[config.mk]
export PLATFORM = sky130hd
export DESIGN_NAME = noise_envelope_masker
export DESIGN_NICKNAME = d
export VERILOG_FILES = /design/src/nem_pkg.sv /design/src/nem_datapath.sv /design/src/nem_ctrl.sv /design/src/noise_envelope_masker.sv
export SDC_FILE = /design/constraint.sdc
export NUM_CORES = 2
export LEC_CHECK = 0
export ABC_AREA = 1
export BUFFER_PORTS_ARGS = -buffer_cell sky130_fd_sc_hd__buf_2
export CAP_MARGIN = 40
export CORE_MARGIN = 3
export CORE_UTILIZATION = 53
export CTS_BUF_LIST = sky130_fd_sc_hd__clkbuf_2
export CTS_CLUSTER_DIAMETER = 80
export CTS_CLUSTER_SIZE = 25
export DETAILED_ROUTE_END_ITERATION = 7
export GPL_TIMING_DRIVEN = 0
export PLACE_DENSITY = 0.69
export REMOVE_ABC_BUFFERS = 1
export SLEW_MARGIN = 15
export SYNTH_ARGS = -nofsm -noshare
export SYNTH_HDL_FRONTEND = slang
export SYNTH_SLANG_ARGS = --single-unit
[constraint.sdc]
create_clock -name clk -period 20.2 [get_ports clk]
set_clock_uncertainty 0.15 [all_clocks]
set_input_delay 2.02 -clock clk [delete_from_list [all_inputs] [get_ports clk]]
set_output_delay 2.02 -clock clk [all_outputs]
set_load 0.05 [all_outputs]
[src/nem_pkg.sv]
`timescale 1ns / 1ps
// ----------------------------------------------------------------------------
// nem_pkg: shared types and constants for the noise envelope masker
// Word formats, configuration register indexes, reset values and the
// controller-to-datapath command bundle.
// ----------------------------------------------------------------------------
package nem_pkg;

	localparam int unsigned DATA_W   = 16;
	localparam int unsigned ENV_W    = 15;
	localparam int unsigned CFG_IDX_W = 2;

	localparam logic [DATA_W-1:0] ATTACK_RESET  = 16'd3000;
	localparam logic [DATA_W-1:0] RELEASE_RESET = 16'd600;
	localparam logic [DATA_W-1:0] GAIN_RESET    = 16'd4096;

	localparam logic [ENV_W-1:0] ENV_MAX = 15'h7fff;

	typedef enum logic [CFG_IDX_W-1:0] {
		CFG_ATTACK  = 2'd0,
		CFG_RELEASE = 2'd1,
		CFG_GAIN    = 2'd2
	} cfg_idx_t;

	typedef struct packed {
		logic signed [DATA_W-1:0] sample_in;
		logic signed [DATA_W-1:0] noise_in;
		logic                     in_last;
	} in_t;

	typedef struct packed {
		logic signed [DATA_W-1:0] sample_out;
		logic                     out_last;
	} out_t;

	typedef struct packed {
		logic load_in;   // capture the accepted input word
		logic do_env;    // coefficient times envelope error
		logic do_upd;    // update the envelope
		logic do_mod;    // noise times envelope
		logic do_gain;   // modulated noise times makeup gain
		logic load_out;  // shift toward zero, clip and load the output word
	} cmd_t;

endpackage

[src/nem_datapath.sv]
`timescale 1ns / 1ps
// ----------------------------------------------------------------------------
// nem_datapath: envelope follower and noise modulation arithmetic
// Holds the configuration registers, the envelope, the captured input word,
// one registered multiplier product per multiply step and the output payload.
// ----------------------------------------------------------------------------
module nem_datapath (
	input  logic                     clk,
	input  logic                     arst_n,
	input  nem_pkg::cmd_t            cmd,
	input  nem_pkg::in_t             in_data,
	input  logic                     cfg_we,
	input  logic [1:0]               cfg_index,
	input  logic [15:0]              cfg_data,
	output nem_pkg::out_t            out_data
);

	logic [15:0]        attack_q;
	logic [15:0]        release_q;
	logic [15:0]        gain_q;
	logic [14:0]        env_q;

	nem_pkg::in_t       in_q;
	logic signed [33:0] err_prod_q;
	logic signed [31:0] mod_prod_q;
	logic signed [33:0] gain_prod_q;
	nem_pkg::out_t      out_q;

	logic signed [16:0] x_ext;
	logic        [16:0] mag;
	logic        [14:0] mag_sat;
	logic signed [16:0] err;
	logic        [15:0] coeff;
	logic signed [17:0] step;
	logic signed [17:0] env_sum;
	logic        [14:0] env_next;
	logic signed [16:0] mod_val;
	logic signed [33:0] rnd_sum;
	logic signed [21:0] quot;
	logic signed [15:0] clipped;

	// Envelope error and coefficient select
	always_comb begin
		x_ext   = {in_q.sample_in[15], in_q.sample_in};
		mag     = x_ext[16] ? 17'(-x_ext) : 17'(x_ext);
		mag_sat = (mag > 17'd32767) ? nem_pkg::ENV_MAX : mag[14:0];
		err     = $signed({2'b00, mag_sat}) - $signed({2'b00, env_q});
		coeff   = (mag_sat > env_q) ? attack_q : release_q;
	end

	// Envelope update: floor shift, then hold within range
	always_comb begin
		step    = err_prod_q[33:16];
		env_sum = $signed({3'b000, env_q}) + step;
		if (env_sum < 0) begin
			env_next = '0;
		end else if (env_sum > $signed({3'b000, nem_pkg::ENV_MAX})) begin
			env_next = nem_pkg::ENV_MAX;
		end else begin
			env_next = env_sum[14:0];
		end
	end

	// Output: shift toward zero, then clip symmetric
	always_comb begin
		mod_val = mod_prod_q[31:15];
		rnd_sum = gain_prod_q + (gain_prod_q[33] ? 34'sd4095 : 34'sd0);
		quot    = rnd_sum[33:12];
		if (quot > 22'sd32767) begin
			clipped = 16'sd32767;
		end else if (quot < -22'sd32767) begin
			clipped = -16'sd32767;
		end else begin
			clipped = quot[15:0];
		end
	end

	always_ff @(posedge clk or negedge arst_n) begin
		if (!arst_n) begin
			attack_q  <= nem_pkg::ATTACK_RESET;
			release_q <= nem_pkg::RELEASE_RESET;
			gain_q    <= nem_pkg::GAIN_RESET;
			env_q     <= '0;
		end else begin
			if (cfg_we) begin
				case (cfg_index)
					nem_pkg::CFG_ATTACK:  attack_q  <= cfg_data;
					nem_pkg::CFG_RELEASE: release_q <= cfg_data;
					nem_pkg::CFG_GAIN:    gain_q    <= cfg_data;
					default: ;
				endcase
			end
			if (cmd.do_upd) begin
				env_q <= env_next;
			end
		end
	end

	always_ff @(posedge clk) begin
		if (cmd.load_in) begin
			in_q <= in_data;
		end
		if (cmd.do_env) begin
			err_prod_q <= $signed({1'b0, coeff}) * err;
		end
		if (cmd.do_mod) begin
			mod_prod_q <= in_q.noise_in * $signed({1'b0, env_q});
		end
		if (cmd.do_gain) begin
			gain_prod_q <= mod_val * $signed({1'b0, gain_q});
		end
		if (cmd.load_out) begin
			out_q.sample_out <= clipped;
			out_q.out_last   <= in_q.in_last;
		end
	end

	assign out_data = out_q;

	a_env_range: assert property (@(posedge clk) disable iff (!arst_n)
		env_q <= nem_pkg::ENV_MAX)
		else $error("envelope out of range");

	a_out_clip: assert property (@(posedge clk) disable iff (!arst_n)
		$past(cmd.load_out) |-> out_q.sample_out != 16'sh8000)
		else $error("output word not clipped");

endmodule

[src/nem_ctrl.sv]
`timescale 1ns / 1ps
// ----------------------------------------------------------------------------
// nem_ctrl: step sequencer for the noise envelope masker
// Walks one word through the datapath steps and owns the output valid flag.
// ----------------------------------------------------------------------------
module nem_ctrl (
	input  logic          clk,
	input  logic          arst_n,
	input  logic          in_valid,
	output logic          in_ready,
	output logic          out_valid,
	input  logic          out_ready,
	output nem_pkg::cmd_t cmd
);

	typedef enum logic [2:0] {
		S_IDLE,
		S_ENV,
		S_UPD,
		S_MOD,
		S_GAIN,
		S_DONE
	} state_t;

	state_t state_q;
	logic   out_valid_q;
	logic   out_free;

	assign out_free = !out_valid_q || out_ready;
	assign in_ready = (state_q == S_IDLE);

	always_comb begin
		cmd          = '0;
		cmd.load_in  = in_valid && (state_q == S_IDLE);
		cmd.do_env   = (state_q == S_ENV);
		cmd.do_upd   = (state_q == S_UPD);
		cmd.do_mod   = (state_q == S_MOD);
		cmd.do_gain  = (state_q == S_GAIN);
		cmd.load_out = (state_q == S_DONE) && out_free;
	end

	always_ff @(posedge clk or negedge arst_n) begin
		if (!arst_n) begin
			state_q     <= S_IDLE;
			out_valid_q <= 1'b0;
		end else begin
			// raise valid on a new output word, drop it once the word is taken
			if (cmd.load_out) begin
				out_valid_q <= 1'b1;
			end else if (out_ready) begin
				out_valid_q <= 1'b0;
			end
			case (state_q)
				S_IDLE: begin
					if (in_valid) begin
						state_q <= S_ENV;
					end
				end
				S_ENV:  state_q <= S_UPD;
				S_UPD:  state_q <= S_MOD;
				S_MOD:  state_q <= S_GAIN;
				S_GAIN: state_q <= S_DONE;
				S_DONE: begin
					// hold until the output register is free
					if (out_free) begin
						state_q <= S_IDLE;
					end
				end
				default: state_q <= S_IDLE;
			endcase
		end
	end

	assign out_valid = out_valid_q;

	a_busy_after_accept: assert property (@(posedge clk) disable iff (!arst_n)
		in_valid && in_ready |=> !in_ready)
		else $error("new word taken while one is in flight");

	a_load_sets_valid: assert property (@(posedge clk) disable iff (!arst_n)
		cmd.load_out |=> out_valid)
		else $error("output loaded without valid");

	a_valid_source: assert property (@(posedge clk) disable iff (!arst_n)
		$rose(out_valid) |-> $past(state_q == S_DONE))
		else $error("output valid raised outside the final step");

	a_one_step: assert property (@(posedge clk) disable iff (!arst_n)
		$onehot0({cmd.do_env, cmd.do_upd, cmd.do_mod, cmd.do_gain, cmd.load_out}))
		else $error("more than one datapath step at once");

endmodule

[src/noise_envelope_masker.sv]
`timescale 1ns / 1ps
// ----------------------------------------------------------------------------
// noise_envelope_masker: envelope-driven noise masker
// Follows the magnitude of an audio sample with an attack/release envelope
// and scales a noise sample by that envelope and a makeup gain.
// ----------------------------------------------------------------------------
// Usage:
//   Input channel in_valid/in_ready carries one word: audio sample, noise
//   sample and an end-of-buffer flag. Output channel out_valid/out_ready
//   returns one word per input: the modulated, clipped noise and the flag.
//   Configuration channel cfg_valid/cfg_ready writes attack coefficient
//   (index 0), release coefficient (index 1) or makeup gain (index 2);
//   other indexes are ignored. cfg_ready is always high.
//   A single sequencer walks each word through five steps, three of them
//   multiplies with a registered product, and takes no new input until
//   the word has left its final step.
//   The next input is taken while a finished word still waits at the output
//   register; when the receiver stalls, the word after it holds in its final
//   step and in_ready stays low until the output register frees.
//   Reset clears the envelope to zero and loads the coefficient defaults
//   (3000, 600, 4096).
// ----------------------------------------------------------------------------
module noise_envelope_masker (
	input  logic          clk,
	input  logic          arst_n,
	input  logic          in_valid,
	output logic          in_ready,
	input  nem_pkg::in_t  in_data,
	output logic          out_valid,
	input  logic          out_ready,
	output nem_pkg::out_t out_data,
	input  logic          cfg_valid,
	output logic          cfg_ready,
	input  logic [1:0]    cfg_index,
	input  logic [15:0]   cfg_data
);

	nem_pkg::cmd_t cmd;

	assign cfg_ready = 1'b1;

	nem_ctrl u_ctrl (
		.clk       (clk),
		.arst_n    (arst_n),
		.in_valid  (in_valid),
		.in_ready  (in_ready),
		.out_valid (out_valid),
		.out_ready (out_ready),
		.cmd       (cmd)
	);

	nem_datapath u_datapath (
		.clk       (clk),
		.arst_n    (arst_n),
		.cmd       (cmd),
		.in_data   (in_data),
		.cfg_we    (cfg_valid),
		.cfg_index (cfg_index),
		.cfg_data  (cfg_data),
		.out_data  (out_data)
	);

endmodule
==> impl_metrics.csv <==
group,metric,value,unit
floorplanning,pin_count,76,
sta,final-hold-violation-count,0,
hold_path,whs_path_depth,2,
critical_path,crit_slowest_cell,"ha_1",
synthesis,ys_warn_count,0,
synthesis,ys_seq_elements,185,
finish,final_cells,5649,
synthesis,yosysSeqAreaShare,13.6,%
sta,setup_tns,0,ns
hold_path,min-delay-path-class,"reg2reg",
finish,final_nets,5783,
clock_tree,cts_setup_buffers,0,
finish,drive_gt1_share,4.56,%
placed_design,gp_congestion,0.930,
floorplanning,die_width,275,um
floorplanning,die_y,275,um
critical_path,required,20.88,ns
sta,maxSlewHeadroom,35.5,%
clock_tree,cts_made_buffers,17,
sta,worst_pin_slew,0.968,ns
run,maxCapViolCount,0,
finish,synthToLayoutAreaGrowth,4.53,%
sta,fmax,91.2,MHz
clock_tree,cts_resized,0,
critical_path,crit_path_max_incr_delay,0.78,ns
sta,rsz0062_at_grt,"false",
clock_tree,insertion_delay,1.10,ns
route,routedWlPerCell,16.2,um
global_routing,grt_pass1_vias,30400,
synthesis,synth.distinct_cells,62,
clock_tree,cts_htree_levels,4,
route,viasPerCell,5.16,
sta,post-route-min-period,10.97,ns
route,vias,29100,
route,first_iter_violations,1882,
synthesis,async_flop_share,36.2,%
placed_design,place_inst,5611,
global_routing,grt_max_degree,58,
finish,final_core_util,56.0,%
critical_path,critPathMaxFanout,24,
synthesis,synth_edf_count,118,
sta,setup_violations,0,
clock_tree,cts_tree,"yes",
placed_design,io_buffers,74,
route,drc,1,
critical_path,rr_worst_depth,33,
floorplanning,core,71600,um^2
critical_path,start_kind,"flip-flop",
global_routing,antenna_found_initial,3,
synthesis,syn_area,38400,um^2
route,antenna_left,0,
synthesis,synth.top_cell.area_share,37.5,%
global_routing,groute.usage.overall,25.6,%
synthesis,ys.flop_type,"edfxtp_1",
critical_path,crit_arrival,11.65,ns
placed_design,dpl.hpwl,76700,um
clock_tree,cts_max_path_buffers,2,
synthesis,netlist_instances,4701,
clock_tree,clk_pin_slew_worst_paths,0.35,ns
outcome,outcome,"complete, but fails checks",
critical_path,worstSetupPathType,"reg2reg",
clock_tree,cts_hold_buf,0,
finish,fillCellCount,6579,
floorplanning,die_area,75600,um^2
synthesis,synth_area_leader_cell,"fa_1",
route,drt_pass1_iterations,8,
route,wl,91700,um
synthesis,ys_top_cells_by_area,"fa_1 (38%), inv_1 (13%), nand2_1 (11%), ha_1 (11%), edfxtp_1 (9.2%)",
clock_tree,cts.sinks,185,
global_routing,grt_pass1_wl,154000,um
sta,finalCritPeriodShare,54.3,%
critical_path,cp-end-kind,"flip-flop",
floorplanning,start_util,53.6,%
sta,maxSlewViolCount,0,
synthesis,syn_avg_cell_area,8.16,um^2
global_routing,grt_overflow,0,
floorplanning,row_count,98,
clock_tree,root_buffer,"clkbuf_2",
outcome,violations,"DRC",
==> logic make-up (layout without fill, tap and decap cells) <==
group | Yosys count | after routing | share of synthesized area [%]
AOI/OAI and AO/OA | 352 | 352 | 5.24
xor gates and xnor gates | 106 | 106 | 2.44
adders and majority gates | 1044 | 1044 | 48.1
buffers and inverters | 1445 | 1440 | 14.2
DFF | 185 | 185 | 13.6
other | 1 | 4 | 0.00978
and+or+nand+nor | 1568 | 1568 | 16.3
==> cells in the mapped netlist (all sizes together) (2+ instances only) <==
master / number
nand4: 18
clkinv: 5
a21boi: 7
and3: 3
o21ai: 145
nand2: 1131
o31ai: 3
a221oi: 4
o21a: 16
nand3b: 8
and2: 2
a31oi: 9
xnor2: 39
a211oi: 4
dfrtp: 55
a21o: 6
a21oi: 133
clkbuf: 133
xor2: 67
edfxtp: 118
nor2: 253
o211ai: 5
buf: 14
nor4: 5
nand3: 94
nor3b: 3
dfstp: 12
ha: 325
inv: 1293
o21bai: 13
or2: 15
nor3: 34
fa: 719
==> layout make-up <==
type	count	area, um^2	area share, %
repair buffers	110	802	2.00
clock inverters	15	169	0.421
flip-flops and latches	185	5240	13.1
multi-input cells	3071	27700	69.2
clock buffers	17	85.1	0.212
inverters	1298	4870	12.2
diodes	3	7.51	0.0187
well taps	950	1190	2.96
==> final timing paths <==
check,startpoint,end,slack (ns)
max,u_datapath.in_q[19],u_datapath.err_prod_q[29],9.23
min,u_datapath.release_q[9],u_datapath.release_q[9],0.35
max reg2reg,u_datapath.in_q[19],u_datapath.err_prod_q[29],9.23
min reg2reg,u_datapath.release_q[9],u_datapath.release_q[9],0.35
max in group asynchronous,arst_n,u_datapath.attack_q[3],18.72
min in group asynchronous,arst_n,u_ctrl.state_q[2],0.56
==> registers in the layout, indices dropped and copies added, names as in the netlist, 3 cells and up <==
name and count:
u_datapath.gain_prod_q 34, u_datapath.in_q 33, u_datapath.err_prod_q 17, u_datapath.mod_prod_q 17, u_datapath.out_data 17, u_datapath.attack_q 16
u_datapath.gain_q 16, u_datapath.release_q 16, u_datapath.env_q 15, u_ctrl.state_q 3
==> routing by layer <==
layer | GRT usage, % | up-vias | wire [um]
met5 | 0 | - | 0
met4 | 6.42 | 0 | 2020
met3 | 4.46 | 146 | 6630
met2 | 42.0 | 975 | 42700
met1 | 35.6 | 14300 | 40400
li1 | - | 13700 | -
==> critical path, delay by kind of cell (launching register included) <==
kind	cells	cell delay [ns]
flops	1	0.52
simple gates	14	3.63
compound gates	5	1.24
fa+ha+maj	8	4.15
buf+inv	6	1.06
==> through the flow <==
stage	area, um^2	hold WS [ns]	setup slack (ns)
CTS	40000	0.354	9.55
global route	40100	0.370	8.66
detailed placement	39800	0.316	9.57
global placement	39300	0.310	9.44
floorplan	37800	0.250	11.69
finish	40100	0.350	9.23
==> layout by cell type, fill, tap and decap left out, types with 75 or more instances in the layout <==
master	n
fa_1	719
ha_1	325
nor2_1	249
nand2_1	1121
buf_2	75
a21oi_1	133
o21ai_0	124
nand3_1	93
inv_1	1288
edfxtp_1	118
Power is not shown: default switching activity piles up to over one toggle a cycle in this logic, so the estimate is an artifact.
